==> src/design/jet_pkg.sv <==
// Shared types, constants and helper functions of the Julia escape-time pixel block.
// Depends on nothing; every other file of the block imports it.
package jet_pkg;

   // Field and register widths.
   localparam int unsigned PIX_W   = 10;
   localparam int unsigned SIZE_W  = 11;
   localparam int unsigned ZOOM_W  = 10;
   localparam int unsigned Q_W     = 32;
   localparam int unsigned COUNT_W = 8;
   localparam int unsigned CSR_IDX_W = 3;

   // Mapping divider: the numerator magnitude is at most 6*1023 times 2^28.
   localparam int unsigned Q_FRAC  = 28;
   localparam int unsigned MAG_W   = 13;
   localparam int unsigned NUM_W   = MAG_W + Q_FRAC;
   localparam int unsigned DEN_W   = ZOOM_W + SIZE_W;
   localparam int unsigned REM_W   = DEN_W + 1;
   localparam int unsigned BITCNT_W = $clog2(NUM_W);
   localparam int unsigned OFF_W   = NUM_W + 2;
   localparam int unsigned WIDE_W  = 48;

   // Squared magnitude of 4 in Q8.56.
   localparam logic [63:0] ESCAPE_LIMIT = 64'h0400_0000_0000_0000;

   localparam logic signed [WIDE_W-1:0] Q_MAX_WIDE = 48'sh0000_7FFF_FFFF;
   localparam logic signed [WIDE_W-1:0] Q_MIN_WIDE = -48'sh0000_8000_0000;

   typedef enum logic [CSR_IDX_W-1:0] {
      CSR_C_RE         = 3'd0,
      CSR_C_IM         = 3'd1,
      CSR_CENTER_RE    = 3'd2,
      CSR_CENTER_IM    = 3'd3,
      CSR_ZOOM_HALVES  = 3'd4,
      CSR_IMAGE_WIDTH  = 3'd5,
      CSR_IMAGE_HEIGHT = 3'd6
   } jet_csr_index_type;

   typedef struct packed {
      logic signed [Q_W-1:0] c_re;
      logic signed [Q_W-1:0] c_im;
      logic signed [Q_W-1:0] center_re;
      logic signed [Q_W-1:0] center_im;
      logic [ZOOM_W-1:0]     zoom_halves;
      logic [SIZE_W-1:0]     image_width;
      logic [SIZE_W-1:0]     image_height;
   } jet_cfg_type;

   // One mapped start point, as it travels through the queue.
   typedef struct packed {
      logic signed [Q_W-1:0] re;
      logic signed [Q_W-1:0] im;
   } jet_point_type;

   typedef enum logic [2:0] {
      FRONT_IDLE,
      FRONT_LOAD,
      FRONT_DIV,
      FRONT_STORE,
      FRONT_PUSH
   } jet_front_state_type;

   typedef enum logic [1:0] {
      BACK_IDLE,
      BACK_MUL,
      BACK_EVAL,
      BACK_DONE
   } jet_back_state_type;

   // Clamp a wide signed value to the Q4.28 range.
   function automatic logic signed [Q_W-1:0] sat_q(input logic signed [WIDE_W-1:0] v);
      logic signed [Q_W-1:0] r;
      if (v > Q_MAX_WIDE) begin
         r = Q_MAX_WIDE[Q_W-1:0];
      end else if (v < Q_MIN_WIDE) begin
         r = Q_MIN_WIDE[Q_W-1:0];
      end else begin
         r = v[Q_W-1:0];
      end
      return r;
   endfunction

endpackage

==> src/design/jet_if.sv <==
// Channel interfaces of the Julia escape-time pixel block: pixel request,
// result and register write. Depends on jet_pkg.
interface jet_req_if import jet_pkg::*; ();
   logic             valid;
   logic             ready;
   logic [PIX_W-1:0] pixel_x;
   logic [PIX_W-1:0] pixel_y;
   modport source (output valid, output pixel_x, output pixel_y, input ready);
   modport sink (input valid, input pixel_x, input pixel_y, output ready);
endinterface


==> src/design/jet_front.sv <==
// Front end: accepts a pixel word and maps it to a Q4.28 start point with a
// bit-serial restoring divider, one quotient bit per cycle. Depends on jet_pkg.
module jet_front import jet_pkg::*; (
   input  logic          clock,
   input  logic          reset,
   input  jet_cfg_type   cfg,
   jet_req_if.sink       req,
   output logic          point_valid,
   input  logic          point_ready,
   output jet_point_type point
);

   jet_front_state_type state_ff, state_in;
   logic                  axis_ff, axis_in;
   logic [PIX_W-1:0]      px_ff, px_in, py_ff, py_in;
   logic [NUM_W-1:0]      num_ff, num_in;
   logic [REM_W-1:0]      rem_ff, rem_in;
   logic [DEN_W-1:0]      den_ff, den_in;
   logic                  neg_ff, neg_in;
   logic [BITCNT_W-1:0]   cnt_ff, cnt_in;
   logic signed [Q_W-1:0] re_ff, re_in, im_ff, im_in;

   logic [PIX_W-1:0]      pix;
   logic [SIZE_W-1:0]     size;
   logic [ZOOM_W-1:0]     zoom_eff;
   logic [SIZE_W-1:0]     size_eff;
   logic signed [PIX_W:0] dx;
   logic [PIX_W-1:0]      dx_abs;
   logic [MAG_W-1:0]      mag;
   logic [REM_W-1:0]      rem_shift;
   logic                  q_bit;
   logic signed [OFF_W-1:0]  off;
   logic signed [WIDE_W-1:0] sum;
   logic signed [Q_W-1:0]    center;
   logic signed [Q_W-1:0]    mapped;

   // Next state.
   always_comb begin
      state_in = state_ff;
      case (state_ff)
         FRONT_IDLE:  if (req.valid) state_in = FRONT_LOAD;
         FRONT_LOAD:  state_in = FRONT_DIV;
         FRONT_DIV:   if (cnt_ff == '0) state_in = FRONT_STORE;
         FRONT_STORE: state_in = axis_ff ? FRONT_PUSH : FRONT_LOAD;
         FRONT_PUSH:  if (point_ready) state_in = FRONT_IDLE;
         default:     state_in = FRONT_IDLE;
      endcase
   end

   // Handshake outputs.
   always_comb begin
      req.ready   = 1'b0;
      point_valid = 1'b0;
      case (state_ff)
         FRONT_IDLE: req.ready   = 1'b1;
         FRONT_PUSH: point_valid = 1'b1;
         default: begin
            req.ready   = 1'b0;
            point_valid = 1'b0;
         end
      endcase
   end

   assign point.re = re_ff;
   assign point.im = im_ff;

   // Axis operands: the pixel offset from the floored half size, and the divisor.
   always_comb begin
      pix      = axis_ff ? py_ff : px_ff;
      size     = axis_ff ? cfg.image_height : cfg.image_width;
      center   = axis_ff ? cfg.center_im : cfg.center_re;
      zoom_eff = (cfg.zoom_halves == '0) ? ZOOM_W'(1) : cfg.zoom_halves;
      size_eff = (size == '0) ? SIZE_W'(1) : size;
      dx       = $signed({1'b0, pix}) - $signed({1'b0, size[SIZE_W-1:1]});
      dx_abs   = dx[PIX_W] ? PIX_W'(-dx) : dx[PIX_W-1:0];
      // Scale by 4 on the imaginary axis and by 6 on the real axis.
      mag      = axis_ff ? (MAG_W'(dx_abs) << 2)
                         : ((MAG_W'(dx_abs) << 2) + (MAG_W'(dx_abs) << 1));
   end

   // One restoring division step.
   always_comb begin
      rem_shift = {rem_ff[REM_W-2:0], num_ff[NUM_W-1]};
      q_bit     = (rem_shift >= {1'b0, den_ff});
   end

   // Signed quotient plus center, clamped to Q4.28.
   always_comb begin
      off    = neg_ff ? -$signed({2'b00, num_ff}) : $signed({2'b00, num_ff});
      sum    = WIDE_W'(off) + WIDE_W'(center);
      mapped = sat_q(sum);
   end

   // Datapath next values.
   always_comb begin
      axis_in = axis_ff;
      px_in   = px_ff;
      py_in   = py_ff;
      num_in  = num_ff;
      rem_in  = rem_ff;
      den_in  = den_ff;
      neg_in  = neg_ff;
      cnt_in  = cnt_ff;
      re_in   = re_ff;
      im_in   = im_ff;
      case (state_ff)
         FRONT_IDLE: begin
            if (req.valid) begin
               px_in   = req.pixel_x;
               py_in   = req.pixel_y;
               axis_in = 1'b0;
            end
         end
         FRONT_LOAD: begin
            num_in = {mag, {Q_FRAC{1'b0}}};
            rem_in = '0;
            den_in = DEN_W'(zoom_eff * size_eff);
            neg_in = dx[PIX_W];
            cnt_in = BITCNT_W'(NUM_W - 1);
         end
         FRONT_DIV: begin
            rem_in = q_bit ? (rem_shift - {1'b0, den_ff}) : rem_shift;
            num_in = {num_ff[NUM_W-2:0], q_bit};
            cnt_in = cnt_ff - 1'b1;
         end
         FRONT_STORE: begin
            if (axis_ff) begin
               im_in = mapped;
            end else begin
               re_in   = mapped;
               axis_in = 1'b1;
            end
         end
         default: begin
            axis_in = axis_ff;
         end
      endcase
   end

   always_ff @(posedge clock) begin
      if (reset) begin
         state_ff <= FRONT_IDLE;
      end else begin
         state_ff <= state_in;
      end
      axis_ff <= axis_in;
      px_ff   <= px_in;
      py_ff   <= py_in;
      num_ff  <= num_in;
      rem_ff  <= rem_in;
      den_ff  <= den_in;
      neg_ff  <= neg_in;
      cnt_ff  <= cnt_in;
      re_ff   <= re_in;
      im_ff   <= im_in;
   end

endmodule

==> src/flat_wrapper.sv <==
// flat-port wrapper written by rule: the top's interface ports become plain ports
module jet_front_flat import jet_pkg::*;
  (clock, reset, cfg, point_valid, point_ready, point, req_valid, req_pixel_x, req_pixel_y, req_ready);
  jet_req_if req_i ();
  input  logic clock;
  input  logic reset;
  input  jet_cfg_type cfg;
  output logic point_valid;
  input  logic point_ready;
  output jet_point_type point;
  input wire logic [$bits(req_i.valid)-1:0] req_valid;
  input wire logic [$bits(req_i.pixel_x)-1:0] req_pixel_x;
  input wire logic [$bits(req_i.pixel_y)-1:0] req_pixel_y;
  output wire logic [$bits(req_i.ready)-1:0] req_ready;
  assign req_i.valid = req_valid;
  assign req_i.pixel_x = req_pixel_x;
  assign req_i.pixel_y = req_pixel_y;
  assign req_ready = req_i.ready;
  jet_front u_core (.clock(clock), .reset(reset), .cfg(cfg), .req(req_i), .point_valid(point_valid), .point_ready(point_ready), .point(point));
endmodule
==> config.mk <==
export PLATFORM = sky130hd
export DESIGN_NAME = jet_front_flat
export DESIGN_NICKNAME = d
export VERILOG_FILES = /design/src/design/jet_pkg.sv /design/src/design/jet_if.sv /design/src/design/jet_front.sv /design/src/flat_wrapper.sv
export SDC_FILE = /design/constraint.sdc
export NUM_CORES = 1
export LEC_CHECK = 0
export BUFFER_PORTS_ARGS = -buffer_cell sky130_fd_sc_hd__buf_4
export CAP_MARGIN = 0
export CORE_UTILIZATION = 59
export CTS_CLUSTER_DIAMETER = 150
export CTS_CLUSTER_SIZE = 12
export DETAILED_ROUTE_END_ITERATION = 10
export PLACE_DENSITY = 0.82
export SLEW_MARGIN = 30
export SYNTH_ARGS = -nofsm -noshare
export SYNTH_HDL_FRONTEND = slang
export SYNTH_SLANG_ARGS = --single-unit
==> constraint.sdc <==
create_clock -name clock -period 8.7 [get_ports clock]
set_input_delay 1.305 -clock clock [delete_from_list [all_inputs] [get_ports clock]]
set_output_delay 1.305 -clock clock [all_outputs]
set_load 0.005 [all_outputs]
==> key figures <==
Outcome
  • Status: complete, no violations

Routing
  • Iter 0 DRT Violations: ~1100
  • Post-Route WL: between 30000 and 40000 um
  • Avg WL per Cell: 16.7 um
  • Drt drc: 0
  • DR pass1 iterations: 5
  • Via count: ~14000
  • Via density: approximately 6.0
  • ANT nets after route: 0

CTS
  • Post-CTS setup buffer count: 0
  • Clk slew on worst S/H paths: about 80 ps
  • CTS buffer count: 17
  • Root buffer cell: clkbuf_16
  • Resized cells post-CTS: 0
  • Worst-skew pair later-pin latency: about 450 ps
  • CTS Hold Buffers Added: 0
  • H-tree Lvls: 4
  • TritonCTS clock tree: yes
  • CTS max path bufs: 2
  • CTS Sinks: 178

Timing
  • Fmax: roughly 140 MHz
  • Min Clock Period, post-route: ~7300 ps
  • Number of setup violations in the final report: 0
  • Worst Tran Pin Value: around 830 ps
  • Layout Skew: roughly 17 ps
  • Slew HR: 0.431
  • Max Slew Vio Count: 0
  • Tcrit/Tclk final: 0.844
  • Unrepaired setup endpoints after global routing: no
  • Setup TNS: 0 ps
  • Fin. Hold Viols: 0

Synth
  • Cell Area, Synth: 16900 sq um
  • Yosys synthesis warning count: 0
  • Post-synth top area share: 0.311
  • Synth area leader: edfxtp_1
  • Register area share after synthesis: 0.314
  • Synth area leaders: edfxtp_1, ha_1, fa_1
  • Syn avg cell area: 9.39 sq um
  • Async SR Flop Fraction: 0
  • Syn Nets: 2204
  • Gate Count Post-Synth: ~1800
  • Number of distinct library cells after synthesis: 72
  • Main synth FF type: edfxtp_1
  • Post-synth EDFFs: between 150 and 200
  • Yosys reg bits: around 180

Placement
  • Dpl hpwl: around 30000 um
  • GPL Wtd Cong: around 0.9
  • I/O Buffers: around 190

Global route
  • First-pass GRT wire length: between 60000 and 70000 um
  • Largest net degree at the start of global routing: around 70
  • Initial antenna violation count: 0
  • Grt ovf: 0
  • Vias in the first global route: 13532
  • Total GRT Usage: 0.271

Worst setup path
  • Critical path endpoint category: register
  • Crit path launch type: register
  • CP max stage cell: edfxtp_1
  • Class of the most critical setup path: reg2reg
  • Worst path required time: 8880 ps
  • Cell chain of the critical path: mux2_2 -> nor4_1 -> nand4_1 -> nand2_1 -> nand2_1 -> fa_1 -> fa_1 -> inv_1 -> fa_1 -> fa_1 -> inv_1 -> fa_1 -> inv_1 -> ha_1 -> nor3_1 -> a21oi_1 -> a41o_1 -> o41ai_1 -> o21ai_0 -> o41ai_1 -> xnor2_1
  • Worst path max stage delay: 860 ps
  • Worst Path Buf+Inv: 3
  • Critical path peak fanout: 17
  • Most common cell on crit path: fa_1
  • Worst path top cell family by delay: adder cells
  • Arr. time, crit path: 7520 ps

Floorplanning
  • Die ar.: approximately 30000 sq um
  • Initial Util: 0.604
  • Die H: 171 um
  • Row cnt: 61
  • Core footprint: roughly 28000 sq um
  • I/O Pins: 250
  • Chip width: 171 um

Final layout
  • Layout cells sized above 1: 0.163
  • Final nets: roughly 2300
  • Register area: approximately 5300 sq um
  • Area of the multi-input gates: approximately 11000 sq um
  • Syn-to-layout area delta: 13.9%
  • FILL cells: 2074
  • Ant. Diodes: 0

Run
  • MaxCap Viol Count: 0

Hold path
  • Hold WC Path Type: reg2reg
## metal layers
layer | wire, um | track usage | vias up
li1 | - | - | 6720
met1 | 16700 | 0.334 | 6568
met2 | 19200 | 0.489 | 534
met3 | 2260 | 0.0352 | 66
met4 | 838 | 0.0854 | 0
met5 | 0 | 0 | -
## registers in the layout (all words and copies together), names as in the netlist
| name | flops |
|---|---|
| u_core.axis_ff | 1 |
| u_core.cnt_ff | 6 |
| u_core.den_ff | 21 |
| u_core.im_ff | 32 |
| u_core.neg_ff | 1 |
| u_core.num_ff | 41 |
| u_core.px_ff | 10 |
| u_core.py_ff | 10 |
| u_core.re_ff | 32 |
| u_core.rem_ff | 21 |
| u_core.state_ff | 3 |
## synthesized netlist by cell type, types with 29 or more instances
library cell  instances
edfxtp_1            175
inv_1               165
ha_1                145
nand2_1             138
nor2_1              132
a21oi_1              93
xnor2_1              88
and2_1               83
clkbuf_1             77
fa_1                 74
o21ai_0              63
mux2_2               51
nand4_1              46
o211ai_1             44
nand2b_1             35
nor3_1               32
a21o_1               29
## worst paths after layout
kind / from / to / slack (ps) / cells past startpoint
worst max-delay path: u_core.axis_ff / u_core.den_ff[20] / 1360 / 21
worst min-delay path: u_core.cnt_ff[0] / u_core.cnt_ff[0] / 600 / 1
worst max register to register: u_core.axis_ff / u_core.den_ff[20] / 1360 / 21
worst min register to register: u_core.cnt_ff[0] / u_core.cnt_ff[0] / 600 / 1
## stage by stage
step / setup slack (ps) / utilization / area, sq um / cells / hold WS (ps)
floorplan: 1840 / - / 16900 / 1801 / 505
global placement: 1210 / 0.665 / 18600 / 2302 / 575
detailed placement: 1010 / 0.665 / 18600 / 2302 / 590
CTS: 1400 / 0.687 / 19200 / 2334 / 601
global route: 984 / 0.687 / 19300 / 2334 / 609
finish: 1360 / 0.687 / 19300 / 2334 / 603
## area by class of cell
cell class | count | area share
Clock buffer | 17 | 0.0221
Timing Repair Buffer | 200 | 0.0780
Multi-Input combinational cell | 1377 | 0.556
Clock inverter | 15 | 0.00994
Sequential cell | 178 | 0.276
Tap cell | 378 | 0.0246
Inverter | 169 | 0.0330
## placed cells by master (no fill, tap or decap), types with 51 or more instances in the layout
| cell type | n |
|---|---|
| a21oi_1 | 91 |
| ha_1 | 145 |
| mux2_2 | 51 |
| buf_4 | 200 |
| and2_1 | 82 |
| nand2_1 | 138 |
| fa_1 | 74 |
| xnor2_1 | 88 |
| o21ai_0 | 63 |
| inv_1 | 165 |
| nor2_1 | 132 |
| edfxtp_1 | 175 |
## cell families (layout without fill, tap and decap cells)
| logic type | count (synthesis) | count (layout) | share of synthesized area |
|---|---|---|---|
| simple gates | 606 | 606 | 0.187 |
| compound gates | 371 | 371 | 0.146 |
| buf+inv | 246 | 401 | 0.0546 |
| fa+ha+maj | 219 | 219 | 0.195 |
| flops | 178 | 178 | 0.314 |
| xor+xnor | 110 | 110 | 0.0570 |
| mux | 71 | 71 | 0.0458 |
Power is not shown: default switching activity piles up to over one toggle a cycle in this logic, so the estimate is an artifact.
