### src/design/jet_pkg.sv
// Shared types, constants and helper functions of the Julia escape-time pixel block.
// Depends on nothing; every other file of the block imports it.
package jet_pkg;

   // Field and register widths.
   localparam int unsigned PIX_W   = 10;
   localparam int unsigned SIZE_W  = 11;
   localparam int unsigned ZOOM_W  = 10;
   localparam int unsigned Q_W     = 32;
   localparam int unsigned COUNT_W = 8;
   localparam int unsigned CSR_IDX_W = 3;

   // Mapping divider: the numerator magnitude is at most 6*1023 times 2^28.
   localparam int unsigned Q_FRAC  = 28;
   localparam int unsigned MAG_W   = 13;
   localparam int unsigned NUM_W   = MAG_W + Q_FRAC;
   localparam int unsigned DEN_W   = ZOOM_W + SIZE_W;
   localparam int unsigned REM_W   = DEN_W + 1;
   localparam int unsigned BITCNT_W = $clog2(NUM_W);
   localparam int unsigned OFF_W   = NUM_W + 2;
   localparam int unsigned WIDE_W  = 48;

   // Squared magnitude of 4 in Q8.56.
   localparam logic [63:0] ESCAPE_LIMIT = 64'h0400_0000_0000_0000;

   localparam logic signed [WIDE_W-1:0] Q_MAX_WIDE = 48'sh0000_7FFF_FFFF;
   localparam logic signed [WIDE_W-1:0] Q_MIN_WIDE = -48'sh0000_8000_0000;

   typedef enum logic [CSR_IDX_W-1:0] {
      CSR_C_RE         = 3'd0,
      CSR_C_IM         = 3'd1,
      CSR_CENTER_RE    = 3'd2,
      CSR_CENTER_IM    = 3'd3,
      CSR_ZOOM_HALVES  = 3'd4,
      CSR_IMAGE_WIDTH  = 3'd5,
      CSR_IMAGE_HEIGHT = 3'd6
   } jet_csr_index_type;

   typedef struct packed {
      logic signed [Q_W-1:0] c_re;
      logic signed [Q_W-1:0] c_im;
      logic signed [Q_W-1:0] center_re;
      logic signed [Q_W-1:0] center_im;
      logic [ZOOM_W-1:0]     zoom_halves;
      logic [SIZE_W-1:0]     image_width;
      logic [SIZE_W-1:0]     image_height;
   } jet_cfg_type;

   // One mapped start point, as it travels through the queue.
   typedef struct packed {
      logic signed [Q_W-1:0] re;
      logic signed [Q_W-1:0] im;
   } jet_point_type;

   typedef enum logic [2:0] {
      FRONT_IDLE,
      FRONT_LOAD,
      FRONT_DIV,
      FRONT_STORE,
      FRONT_PUSH
   } jet_front_state_type;

   typedef enum logic [1:0] {
      BACK_IDLE,
      BACK_MUL,
      BACK_EVAL,
      BACK_DONE
   } jet_back_state_type;

   // Clamp a wide signed value to the Q4.28 range.
   function automatic logic signed [Q_W-1:0] sat_q(input logic signed [WIDE_W-1:0] v);
      logic signed [Q_W-1:0] r;
      if (v > Q_MAX_WIDE) begin
         r = Q_MAX_WIDE[Q_W-1:0];
      end else if (v < Q_MIN_WIDE) begin
         r = Q_MIN_WIDE[Q_W-1:0];
      end else begin
         r = v[Q_W-1:0];
      end
      return r;
   endfunction

endpackage

### src/design/jet_queue.sv
// Two-entry queue of mapped start points between the front and back ends.
// Depends on jet_pkg.
module jet_queue import jet_pkg::*; (
   input  logic          clock,
   input  logic          reset,
   input  logic          push_valid,
   output logic          push_ready,
   input  jet_point_type push_point,
   output logic          pop_valid,
   input  logic          pop_ready,
   output jet_point_type pop_point
);

   logic [1:0]    count_ff, count_in;
   jet_point_type head_ff, head_in, tail_ff, tail_in;
   logic          push, pop;

   assign push_ready = (count_ff != 2'd2);
   assign pop_valid  = (count_ff != 2'd0);
   assign pop_point  = head_ff;
   assign push       = push_valid && push_ready;
   assign pop        = pop_valid && pop_ready;

   // The head is always the oldest word; a pop moves the tail forward.
   always_comb begin
      count_in = count_ff;
      head_in  = head_ff;
      tail_in  = tail_ff;
      if (push && !pop) begin
         count_in = count_ff + 1'b1;
         if (count_ff == 2'd0) begin
            head_in = push_point;
         end else begin
            tail_in = push_point;
         end
      end else if (pop && !push) begin
         count_in = count_ff - 1'b1;
         head_in  = tail_ff;
      end else if (pop && push) begin
         if (count_ff == 2'd1) begin
            head_in = push_point;
         end else begin
            head_in = tail_ff;
            tail_in = push_point;
         end
      end
   end

   always_ff @(posedge clock) begin
      if (reset) begin
         count_ff <= 2'd0;
      end else begin
         count_ff <= count_in;
      end
      head_ff <= head_in;
      tail_ff <= tail_in;
   end

`ifndef SYNTHESIS
   a_count_range: assert property (@(posedge clock) disable iff (reset)
      count_ff <= 2'd2) else $error("queue count beyond its depth");
   a_pop_tracks: assert property (@(posedge clock) disable iff (reset)
      (pop && !push) |=> (count_ff == $past(count_ff) - 2'd1))
      else $error("queue count not lowered by a pop");
`endif

endmodule

### config.mk
export PLATFORM = sky130hd
export DESIGN_NAME = jet_queue
export DESIGN_NICKNAME = d
export VERILOG_FILES = /design/src/design/jet_pkg.sv /design/src/design/jet_queue.sv
export SDC_FILE = /design/constraint.sdc
export NUM_CORES = 1
export LEC_CHECK = 0
export ABC_AREA = 1
export BUFFER_PORTS_ARGS = -buffer_cell sky130_fd_sc_hd__buf_2
export CAP_MARGIN = 20
export CORE_UTILIZATION = 30
export CTS_CLUSTER_SIZE = 28
export DETAILED_ROUTE_END_ITERATION = 12
export HOLD_SLACK_MARGIN = 0.12
export PLACE_DENSITY = 0.57
export SETUP_SLACK_MARGIN = 0.05
export SYNTH_ARGS = -nofsm -noshare
export SYNTH_HDL_FRONTEND = slang
export SYNTH_SLANG_ARGS = --single-unit
### constraint.sdc
create_clock -name clock -period 7.8 [get_ports clock]
set_input_delay 0.39 -clock clock [delete_from_list [all_inputs] [get_ports clock]]
set_output_delay 0.39 -clock clock [all_outputs]
set_load 0.005 [all_outputs]
==> results of run 1 <==
==> power by group <==
group | switching (uW) | internal (uW)
logic | 644 | 333
clock network | 278 | 463
registers | 88.0 | 1220
==> worst max-delay path, stage by stage (launching register included) <==
cell                      delay (ns)
sky130_fd_sc_hd__dfxtp_1        0.37
sky130_fd_sc_hd__inv_1          0.08
sky130_fd_sc_hd__ha_1           0.21
sky130_fd_sc_hd__nor2_1         0.21
sky130_fd_sc_hd__inv_1          0.14
sky130_fd_sc_hd__ha_1           0.24
sky130_fd_sc_hd__inv_1          0.10
sky130_fd_sc_hd__o21ai_0        0.13
sky130_fd_sc_hd__nor2_4         0.64
sky130_fd_sc_hd__buf_4          0.54
==> through the flow <==
| stage | instances | setup WS [ns] | utilization | power [uW] | area (sq um) |
|---|---|---|---|---|---|
| after floorplan | 381 | 1.96 | - | 2060 | 5480 |
| after global placement | 727 | 4.84 | 0.346 | 2290 | 6220 |
| after detailed placement | 727 | 4.68 | 0.346 | 2320 | 6220 |
| after CTS | 759 | 4.66 | 0.377 | 3080 | 6770 |
| after global routing | 760 | 4.44 | 0.378 | 3250 | 6790 |
| final | 760 | 4.76 | 0.378 | 3030 | 6790 |
==> kinds of logic (layout without fill, tap and decap cells) <==
family | Yosys count | count (layout) | share of synthesized area
AOI/OAI and AO/OA | 5 | 5 | 0.00456
buffers and inverters | 34 | 184 | 0.0584
DFF | 130 | 130 | 0.708
adders and majority gates | 7 | 7 | 0.0160
and+or+nand+nor | 205 | 205 | 0.213
==> sequential cells by signal (all words and copies together) (netlist names) <==
register	cells
count_ff	2
pop_point	64
tail_ff	64
==> final cells by class <==
cell class,instances,area share
clock inverter,13,0.0175
multi-input combinational,217,0.191
tap,229,0.0422
timing repair buffer,138,0.105
sequential,130,0.572
clock buffer,19,0.0638
inverter,14,0.00811
==> worst max path at each step <==
stage / end / slack, ns / cells after the start
after floorplan: pop_point[0] / 1.96 / 5
after global placement: tail_ff[59] / 4.84 / 9
after detailed placement: tail_ff[0] / 4.68 / 9
after CTS: tail_ff[0] / 4.66 / 9
after global routing: tail_ff[0] / 4.44 / 9
final: tail_ff[12] / 4.76 / 9
==> metal layers <==
metal | share of wire | track usage | up-vias | wire length [um]
met5 | 0 | 0 | - | 0
li1 | - | - | 1603 | -
met2 | 0.46 | 0.196 | 98 | 5120
met3 | 0.056 | 0.0335 | 17 | 626
met1 | 0.46 | 0.167 | 1548 | 5140
met4 | 0.021 | 0.0647 | 0 | 230
==> placed cells by master, fill, tap and decap left out <==
master and n:
sky130_fd_sc_hd__a21oi_1 3, sky130_fd_sc_hd__buf_12 1, sky130_fd_sc_hd__buf_2 133, sky130_fd_sc_hd__buf_4 4
sky130_fd_sc_hd__bufinv_16 2, sky130_fd_sc_hd__clkbuf_1 2, sky130_fd_sc_hd__clkbuf_16 17, sky130_fd_sc_hd__clkinv_1 3
sky130_fd_sc_hd__clkinv_2 5, sky130_fd_sc_hd__clkinvlp_4 3, sky130_fd_sc_hd__dfxtp_1 2, sky130_fd_sc_hd__edfxtp_1 128
sky130_fd_sc_hd__ha_1 7, sky130_fd_sc_hd__inv_1 12, sky130_fd_sc_hd__inv_2 1, sky130_fd_sc_hd__inv_4 1
sky130_fd_sc_hd__nand2_1 135, sky130_fd_sc_hd__nand2_4 2, sky130_fd_sc_hd__nand3_1 5, sky130_fd_sc_hd__nand3_2 60
sky130_fd_sc_hd__nor2_1 2, sky130_fd_sc_hd__nor2_4 1, sky130_fd_sc_hd__o21ai_0 1, sky130_fd_sc_hd__o21ai_4 1
==> synth_stat cells <==
cell	number
sky130_fd_sc_hd__nor2_1	3
sky130_fd_sc_hd__a21oi_1	3
sky130_fd_sc_hd__buf_6	6
sky130_fd_sc_hd__inv_2	2
sky130_fd_sc_hd__edfxtp_1	128
sky130_fd_sc_hd__buf_8	1
sky130_fd_sc_hd__buf_12	7
sky130_fd_sc_hd__ha_1	7
sky130_fd_sc_hd__nand3_2	60
sky130_fd_sc_hd__nand2_1	135
sky130_fd_sc_hd__nand3_1	5
sky130_fd_sc_hd__o21ai_0	2
sky130_fd_sc_hd__inv_1	12
sky130_fd_sc_hd__nand2_4	2
sky130_fd_sc_hd__clkbuf_4	6
sky130_fd_sc_hd__dfxtp_1	2
==> metrics.csv, run 1 <==
metric,value,unit
result of the run,finished clean,
post-DR wirelength/cell,14.6,um
detail-routed via count per cell,4.30,
fraction of synthesized cell area taken by the top area cell type,0.701,
Yosys Warn Count,0,
Pleak,0.00289,uW
class of the most critical hold timing path,input port to register,
library cell with the largest summed area after synthesis,sky130_fd_sc_hd__edfxtp_1,
final setup violating endpoints,0,
global placement routability congestion,0.714,
portion of the post-synthesis area used by sequential elements,0.708,
sequential standard cell area,0.00388,sq mm
unique cell type count in the Yosys netlist,16,
area overhead of the layout relative to synthesis,23.8,%
final-report max-slew violation count,0,
power per cell area,446,mW/mm^2
sink count of the clock tree,130,
die area,0.0188,sq mm
worst hold path endpoint,count_ff[0],
hold_ws,0.159,ns
Period minus WS final,3.04,ns
mean cell area of the mapped netlist,14.4,sq um
first-pass GRT wire length,17.7,mm
Bufs on Longest Clock Path,2,
io pins,134,
max-cap viol count,0,
pin count of the biggest net entering global routing,65,
number of nets in the synthesized netlist,456,
effective utilization at floorplan,0.305,
TritonCTS clock tree,yes,
worst path arrival time,3.09,ns
worst path required time,7.85,ns
die height,137,um
vias in the first global route,3420,
Congestion Overflow GR,0,
final total negative setup slack,0,ns
All-Layer GR Usage,0.128,
clock latency at the later pin of the worst-skew pair,0.41,ns
clock slew at reported path FFs,0.06,ns
peak ir drop on the vdd network,0.243,mV
unrepaired setup endpoints after global routing,no,
Root Buffer Master,sky130_fd_sc_hd__clkbuf_16,
Die Span X,137,um
quantity of gates resized following cts,0,
count of vias placed by the detailed router,3266,
post-synthesis instance area,0.00548,sq mm
launch point of the worst path,count_ff[0],
Least-Margin Pin Slew,0.795,ns
crit path kind,register to register,
PortBufs,133,
net count of the finished layout,593,
Cells on Worst Hold Path,2,
number of CTS-inserted buffers,17,
antenna cell count,0,
final-report hold violation count,0,
total wire length,11.1,mm
core area,0.0180,sq mm
post-synthesis register bit count,130,
worst min-delay path startpoint,reset,
Max Clock Freq,329,MHz
area used by multi-input combinational logic,0.00130,sq mm
layout filler cell count,1724,
crit path launch type,register,
number of buffers inserted for hold repair after clock tree synthesis,0,
number of nets with antenna violations after detailed routing,0,
synthesized instance count,381,
final setup skew,0.00590,ns
Cell Rows,49,
crit end category,register,
end of the worst register-to-register path,tail_ff[12],
number of DRC markers after the initial detailed-route iteration,151,
DRC violation count after routing,0,
antenna violations before repair,0,
maximum fanout along the worst path,36,
final worst-path cycle share,0.390,
ratio of cells with drive above 1 in the final layout,0.435,
H-Tree Depth,4,
Reg-to-Reg Start,count_ff[0],
worst setup slack for register-to-register paths,4.76,ns
Initial DRT Pass Iterations,6,
top post-synthesis cells by area,"sky130_fd_sc_hd__edfxtp_1 70%, sky130_fd_sc_hd__nand3_2 11%, sky130_fd_sc_hd__nand2_1 9.2%, sky130_fd_sc_hd__buf_12 2.6%, sky130_fd_sc_hd__ha_1 1.6%",
detailed-placement wirelength estimate,7.23,mm
worst slew margin relative to its limit,0.468,
setup repair bufs after CTS,0,
cell count of the worst reg-to-reg path,9,
No activity file was read; power rests on OpenSTA's default activity.
==> inputs of run 2 (changes only) <==
Settings changed: ABC_AREA 1 to 0, PLACE_DENSITY 0.57 to 0.58.
Clock period 7.8 ns to 3 ns, I/O delays scaled along.
==> run 2 against run 1 <==
Setup slack got worse by 4.4 ns. Worst hold slack improved by 0.27 ns. Synthesized cell count fell by 40%. First-iteration DRC count fell by 30%. Wire length fell by 13%. Flip-flop and latch count did not move. Largest cell class unchanged.
==> metrics.csv, run 2 <==
metric,value,unit,change
final-report max-slew violation count,0,,unchanged
pin count of the biggest net entering global routing,39,,-40%
layout filler cell count,1461,,-15%
fraction of registers with async set/reset,0,,unchanged
final-report hold violation count,0,,unchanged
TritonCTS clock tree,yes,,
most used flip-flop cell after synthesis,sky130_fd_sc_hd__edfxtp_1,,
number of buffers and inverters on the critical path,5,,+1
top post-synthesis cells by area,"sky130_fd_sc_hd__edfxtp_1 79%, sky130_fd_sc_hd__mux2_2 14%, sky130_fd_sc_hd__ha_1 1.8%, sky130_fd_sc_hd__mux2_1 1.2%, sky130_fd_sc_hd__buf_6 0.93%",,
fin worst setup slack,0.403,ns,-4.35 ns
die area,0.0167,sq mm,-11%
sequential standard cell area,0.00388,sq mm,unchanged
most instantiated cells after synthesis,"128 x sky130_fd_sc_hd__edfxtp_1, 59 x sky130_fd_sc_hd__mux2_2, 8 x sky130_fd_sc_hd__inv_1, 7 x sky130_fd_sc_hd__ha_1, 5 x sky130_fd_sc_hd__mux2_1",,
total wire length,9.72,mm,-13%
PortBufs,133,,unchanged
crit-path most repeated cell,sky130_fd_sc_hd__inv_1,,
worst slew margin relative to its limit,0.520,,+0.0520
Least-Margin Pin Slew,0.717,ns,-0.0788 ns
most frequent cells in the layout,"133 x sky130_fd_sc_hd__buf_2, 128 x sky130_fd_sc_hd__edfxtp_1, 65 x sky130_fd_sc_hd__dlygate4sd3_1, 59 x sky130_fd_sc_hd__mux2_2, 17 x sky130_fd_sc_hd__clkbuf_16",,
cell count of the worst reg-to-reg path,10,,+1
Cell Rows,46,,-6.1%
Pleak,0.00269,uW,-7.0%
fraction of synthesized cell area taken by the top area cell type,0.790,,+0.0889
antenna violations before repair,0,,unchanged
end of the worst register-to-register path,pop_point[3],,
clock latency at the later pin of the worst-skew pair,0.41,ns,about the same
detail-routed via count per cell,4.19,,-2.6%
Logic pwr share,0.278,,-0.045
Congestion Overflow GR,0,,unchanged
max-cap viol count,0,,unchanged
Int Power,5220,uW,+160%
portion of the post-synthesis area used by sequential elements,0.798,,+0.0898
peak ir drop on the vdd network,0.439,mV,+81%
global placement routability congestion,0.699,,-2.1%
unique cell type count in the Yosys netlist,16,,unchanged
worst setup slack for register-to-register paths,0.40,ns,-4.35 ns
share of total power in the clock network,0.274,,+0.029
core area,0.0159,sq mm,-12%
"Cell Chain, Critical Path",inv_1 -> ha_1 -> inv_1 -> nand2_1 -> inv_1 -> ha_1 -> inv_1 -> a21oi_4 -> buf_4 -> mux2_2,,
worst hold path endpoint,count_ff[1],,
crit path launch type,register,,
cell with the largest stage delay on the worst path,sky130_fd_sc_hd__mux2_2,,
number of CTS-inserted buffers,17,,unchanged
ratio of cells with drive above 1 in the final layout,0.499,,+0.0639
library cell with the largest summed area after synthesis,sky130_fd_sc_hd__edfxtp_1,,
final setup violating endpoints,0,,unchanged
Initial DRT Pass Iterations,4,,-2
fraction of power spent switching nets,0.274,,-0.0598
clock slew at reported path FFs,0.05,ns,about the same
post-DR wirelength/cell,14.4,um,-1.6%
crit end category,register,,
count of vias placed by the detailed router,2826,,-13%
net count of the finished layout,521,,-12%
Period minus WS final,2.60,ns,-0.446 ns
number of DRC markers after the initial detailed-route iteration,105,,-30%
detailed-placement wirelength estimate,6.21,mm,-14%
Max Clock Freq,385,MHz,+17%
relative contribution of sequential cells to total power,0.448,,+0.016
total net switching power,1970,uW,+95%
top cell family by delay on the critical path,buffers and inverters,,
most used standard cell by instance count after synthesis,sky130_fd_sc_hd__edfxtp_1,,
Bufs on Longest Clock Path,2,,unchanged
Cells on Worst Hold Path,5,,+3
io pins,134,,unchanged
vias in the first global route,3014,,-12%
worst path required time,3.15,ns,-4.70 ns
number of synthesized flops with an enable pin,128,,unchanged
maximum fanout along the worst path,27,,-25%
first-pass GRT wire length,15.1,mm,-15%
number of nets in the synthesized netlist,304,,-33%
H-Tree Depth,4,,unchanged
die height,129,um,-5.7%
most common library cell in the layout ignoring fill and taps,sky130_fd_sc_hd__buf_2,,
post-synthesis instance area,0.00487,sq mm,-11%
stage delay of the slowest cell on the critical path,0.39,ns,-0.25 ns
All-Layer GR Usage,0.124,,-0.00357
final worst-path cycle share,0.866,,+0.476
result of the run,finished clean,,
effective utilization at floorplan,0.306,,+0.00110
synthesized instance count,229,,-40%
antenna cell count,0,,unchanged
final setup skew,0.00556,ns,-0.000340 ns
crit path kind,register to register,,
DRC violation count after routing,0,,unchanged
worst min-delay path startpoint,push_valid,,
worst path arrival time,2.75,ns,-0.34 ns
unrepaired setup endpoints after global routing,no,,
pre-CTS setup slack,0.411,ns,-4.27 ns
class of the most critical hold timing path,input port to register,,
Reg-to-Reg Start,count_ff[0],,
Die Span X,129,um,-5.7%
power per cell area,1020,mW/mm^2,+130%
area overhead of the layout relative to synthesis,45.1,%,
final total negative setup slack,0,ns,unchanged
post-synthesis register bit count,130,,unchanged
mean cell area of the mapped netlist,21.2,sq um,+48%
Root Buffer Master,sky130_fd_sc_hd__clkbuf_16,,
area used by multi-input combinational logic,911,sq um,-30%
Yosys Warn Count,0,,unchanged
number of nets with antenna violations after detailed routing,0,,unchanged
sink count of the clock tree,130,,unchanged
-- run 2: cell types whose count changed after synthesis, moves of 4 or more --
cell | before | now
sky130_fd_sc_hd__mux2_1 | 0 | 5
sky130_fd_sc_hd__clkbuf_4 | 6 | 0
sky130_fd_sc_hd__mux2_2 | 0 | 59
sky130_fd_sc_hd__nand3_1 | 5 | 0
sky130_fd_sc_hd__inv_1 | 12 | 8
sky130_fd_sc_hd__nand2_1 | 135 | 3
sky130_fd_sc_hd__buf_12 | 7 | 0
sky130_fd_sc_hd__nand3_2 | 60 | 0
-- run 2: what timing repair did --
action,in CTS,in global routing
setup buffers,0,0
hold buffers,65,0
resized for setup,0,0
endpoints found under the hold margin,130,0
-- run 2: power by group through the flow --
stage                     clock, uW  combinational, uW  sequential [uW]
final                          1970               2000             3220
after global routing           2090               2230             3300
after CTS                      2030               2070             3230
after detailed placement          0               2000             3270
after global placement            0               1950             3240
after floorplan                   0               1040             3320
-- run 2: through the flow --
| stage | util | total power (uW) | instance area (sq um) | std cells | hold slack (ns) |
|---|---|---|---|---|---|
| 2_1_floorplan | - | 4360 | 4880 | 229 | 0.219 |
| 3_3_place_gp | 0.368 | 5190 | 5840 | 578 | 0.322 |
| 3_5_place_dp | 0.368 | 5260 | 5840 | 578 | 0.321 |
| 4_1_cts | 0.445 | 7340 | 7060 | 675 | 0.409 |
| 5_1_grt | 0.445 | 7610 | 7060 | 675 | 0.436 |
| 6_report | 0.445 | 7180 | 7060 | 675 | 0.427 |
-- run 2: how the worst max path moves through the flow --
stage                 from             to  slack (ns)  cells after the start
6_report       count_ff[0]   pop_point[3]        0.40                     10
5_1_grt        count_ff[0]   pop_point[3]        0.23                     10
4_1_cts        count_ff[0]   pop_point[3]        0.40                     10
3_5_place_dp   count_ff[0]  pop_point[33]        0.41                     10
3_3_place_gp   count_ff[0]   pop_point[1]        0.50                     10
2_1_floorplan  count_ff[0]   pop_point[0]        0.11                      5
-- run 2: layer usage --
layer,track usage,wire length (um),vias to the layer above
li1,-,-,1336
met1,0.141,4220,1401
met2,0.210,4890,78
met3,0.0400,436,11
met4,0.0664,177,0
met5,0,0,-
-- run 2: layout make-up --
type                       count  share of cell area
timing repair buffer         204               0.198
tap                          216              0.0383
sequential                   130               0.550
multi-input combinational     85               0.129
clock inverter                14              0.0197
inverter                       8             0.00425
clock buffer                  18              0.0608
-- run 2: logic make-up (layout without fill, tap and decap cells) --
group | after synthesis | after routing | synth area share
multiplexers | 65 | 65 | 0.150
AO/OA/AOI/OAI | 5 | 5 | 0.00797
AND/OR/NAND/NOR | 7 | 7 | 0.00540
buffers and inverters | 14 | 244 | 0.0185
flip-flops | 130 | 130 | 0.798
adder cells (fa/ha/maj) | 7 | 7 | 0.0180
XOR/XNOR | 1 | 1 | 0.00180
-- run 2: tightest hold or removal path: stages --
cell and delay (ns):
sky130_fd_sc_hd__buf_2 0.10, sky130_fd_sc_hd__nand2_1 0.15, sky130_fd_sc_hd__ha_1 0.22, sky130_fd_sc_hd__mux2i_1 0.09, sky130_fd_sc_hd__nor2_1 0.08
==> inputs of run 3 (changes only) <==
Settings changed: BUFFER_PORTS_ARGS -buffer_cell sky130_fd_sc_hd__buf_2 to -buffer_cell sky130_fd_sc_hd__buf_4.
==> run 3 against run 2 <==
Total power rose by 1.7%. Flip-flop and latch count did not move. Global-route usage rose by 0.15 points. Critical path depth did not move. Register-to-register slack barely moved. Sequential power barely moved. Worst hold slack got worse by 0.015 ns. Wire length rose by 0.90%. Setup slack improved by 0.011 ns. Clock skew fell by 0.0014 ns. First-iteration DRC count fell by 28%. Final area rose by 3.7%. Largest cell class unchanged. Highest routed layer unchanged.
==> metrics.csv, run 3 (synthesis results as in run 2) <==
metric,value,unit,change
sink count of the clock tree,130,,unchanged
antenna cell count,0,,unchanged
Congestion Overflow GR,0,,unchanged
maximum fanout along the worst path,64,,+140%
antenna violations before repair,0,,unchanged
final setup violating endpoints,0,,unchanged
area overhead of the layout relative to synthesis,50.6,%,
peak ir drop on the vdd network,0.608,mV,+38%
crit path launch type,register,,
"non-filler cells, final",671,,-0.59%
die height,129,um,unchanged
Least-Margin Pin Slew,0.758,ns,+0.0418 ns
PortBufs,133,,unchanged
post-DR wirelength/cell,14.6,um,+1.5%
detail-routed via count per cell,4.17,,-0.36%
final setup skew,0.00418,ns,-0.00138 ns
most common library cell in the layout ignoring fill and taps,sky130_fd_sc_hd__buf_4,,
number of CTS-inserted buffers,17,,unchanged
Initial DRT Pass Iterations,4,,unchanged
vias in the first global route,3017,,+0.10%
share of total power in the clock network,0.246,,-0.028
crit end category,register,,
detailed-placement wirelength estimate,6.09,mm,-1.9%
final total negative setup slack,0,ns,unchanged
Placement Cell Area,0.00617,sq mm,+5.6%
routing usage on met3,0.0495,,+0.00950
result of the run,finished clean,,
worst slew margin relative to its limit,0.492,,-0.0279
class of the most critical hold timing path,input port to register,,
fin util,0.461,,+0.0166
worst path required time,3.15,ns,about the same
relative contribution of sequential cells to total power,0.444,,-0.004
clock latency at the later pin of the worst-skew pair,0.40,ns,about the same
H-Tree Depth,4,,unchanged
met1 Track Usage GR,0.142,,+0.00111
core area,0.0159,sq mm,unchanged
All-Layer GR Usage,0.126,,+0.00153
number of DRC markers after the initial detailed-route iteration,76,,-28%
most frequent cells in the layout,"135 x sky130_fd_sc_hd__buf_4, 128 x sky130_fd_sc_hd__edfxtp_1, 65 x sky130_fd_sc_hd__dlygate4sd3_1, 59 x sky130_fd_sc_hd__mux2_2, 17 x sky130_fd_sc_hd__clkbuf_16",,
max-cap viol count,0,,unchanged
die area,0.0167,sq mm,unchanged
total wire length,9.81,mm,+0.90%
Int Power,5370,uW,+2.9%
Period minus WS final,2.59,ns,-0.0106 ns
setup repair bufs after CTS,0,,unchanged
most used routing layer in global routing,met2,,
Placed Cells incl. Taps,577,,-0.17%
Cell Rows,46,,unchanged
Root Buffer Master,sky130_fd_sc_hd__clkbuf_16,,
total net switching power,1940,uW,-1.4%
unrepaired setup endpoints after global routing,no,,
Die Span X,129,um,unchanged
DRC violation count after routing,0,,unchanged
final-report max-slew violation count,0,,unchanged
ratio of cells with drive above 1 in the final layout,0.488,,-0.0110
met2 Usage GRT,0.213,,+0.00285
effective utilization at floorplan,0.306,,unchanged
crit path kind,register to register,,
Logic pwr share,0.310,,+0.032
io pins,134,,unchanged
layout filler cell count,1427,,-2.3%
power per cell area,997,mW/mm^2,-2.0%
Max Clock Freq,387,MHz,+0.41%
Bufs on Longest Clock Path,2,,unchanged
first-pass GRT wire length,15.3,mm,+0.87%
fraction of power spent switching nets,0.266,,-0.00828
TritonCTS clock tree,yes,,
pin count of the biggest net entering global routing,65,,+67%
count of vias placed by the detailed router,2799,,-0.96%
final-report hold violation count,0,,unchanged
final worst-path cycle share,0.862,,-0.00353
worst path arrival time,2.74,ns,about the same
net count of the finished layout,520,,-0.19%
global placement routability congestion,0.637,,-9.0%
number of buffers inserted for hold repair after clock tree synthesis,65,,unchanged
"final std cell area, no fill",0.00733,sq mm,+3.7%
number of nets with antenna violations after detailed routing,0,,unchanged
quantity of gates resized following cts,0,,unchanged
clock slew at reported path FFs,0.05,ns,about the same
Pleak,0.00279,uW,+3.5%
[run 3: power groups by stage]
stage	Sequential [uW]	Clock, uW	Combinational, uW
2_1_floorplan	3320	0	1040
3_3_place_gp	3260	0	2200
3_5_place_dp	3280	0	2260
4_1_cts	3250	1860	2330
5_1_grt	3320	1930	2480
6_report	3240	1800	2260
[run 3: path summary, 6_finish.rpt]
path	depth (start not counted)	slack, ns	start	to
worst max-delay path	10	0.41	count_ff[0]	pop_point[16]
worst min-delay path	5	0.41	push_valid	count_ff[1]
worst max register to register	10	0.41	count_ff[0]	pop_point[16]
worst min register to register	2	0.50	count_ff[0]	count_ff[0]
[run 3: critical path: stages (launching register included)]
cell and delay [ns]:
sky130_fd_sc_hd__dfxtp_1 0.37, sky130_fd_sc_hd__inv_1 0.08, sky130_fd_sc_hd__ha_1 0.19, sky130_fd_sc_hd__inv_1 0.15
sky130_fd_sc_hd__nand2_1 0.17, sky130_fd_sc_hd__inv_1 0.12, sky130_fd_sc_hd__ha_1 0.21, sky130_fd_sc_hd__inv_1 0.09
sky130_fd_sc_hd__a21oi_4 0.18, sky130_fd_sc_hd__buf_12 0.34, sky130_fd_sc_hd__mux2_2 0.39
[run 3: stage by stage]
stage,hold WS [ns],worst slack (ns),total power (uW)
final,0.412,0.414,7310
after global routing,0.422,0.191,7730
after CTS,0.395,0.390,7440
after detailed placement,0.319,0.404,5540
after global placement,0.315,0.532,5460
after floorplan,0.219,0.114,4360
[run 3: layout make-up]
class                           count  area [sq um]  area share
Sequential cell                   130          3880       0.530
Timing Repair Buffer              203          1720       0.235
Multi-Input combinational cell     85           911       0.124
Clock buffer                       21           440      0.0601
Tap cell                          216           270      0.0369
Clock inverter                      8          66.3     0.00905
Inverter                            8          30.0     0.00410
[run 3: layer usage]
| metal | vias to the layer above | share of wire |
|---|---|---|
| met1 | 1383 | 0.44 |
| met3 | 10 | 0.045 |
| met5 | - | 0 |
| met2 | 78 | 0.50 |
| li1 | 1328 | - |
| met4 | 0 | 0.011 |
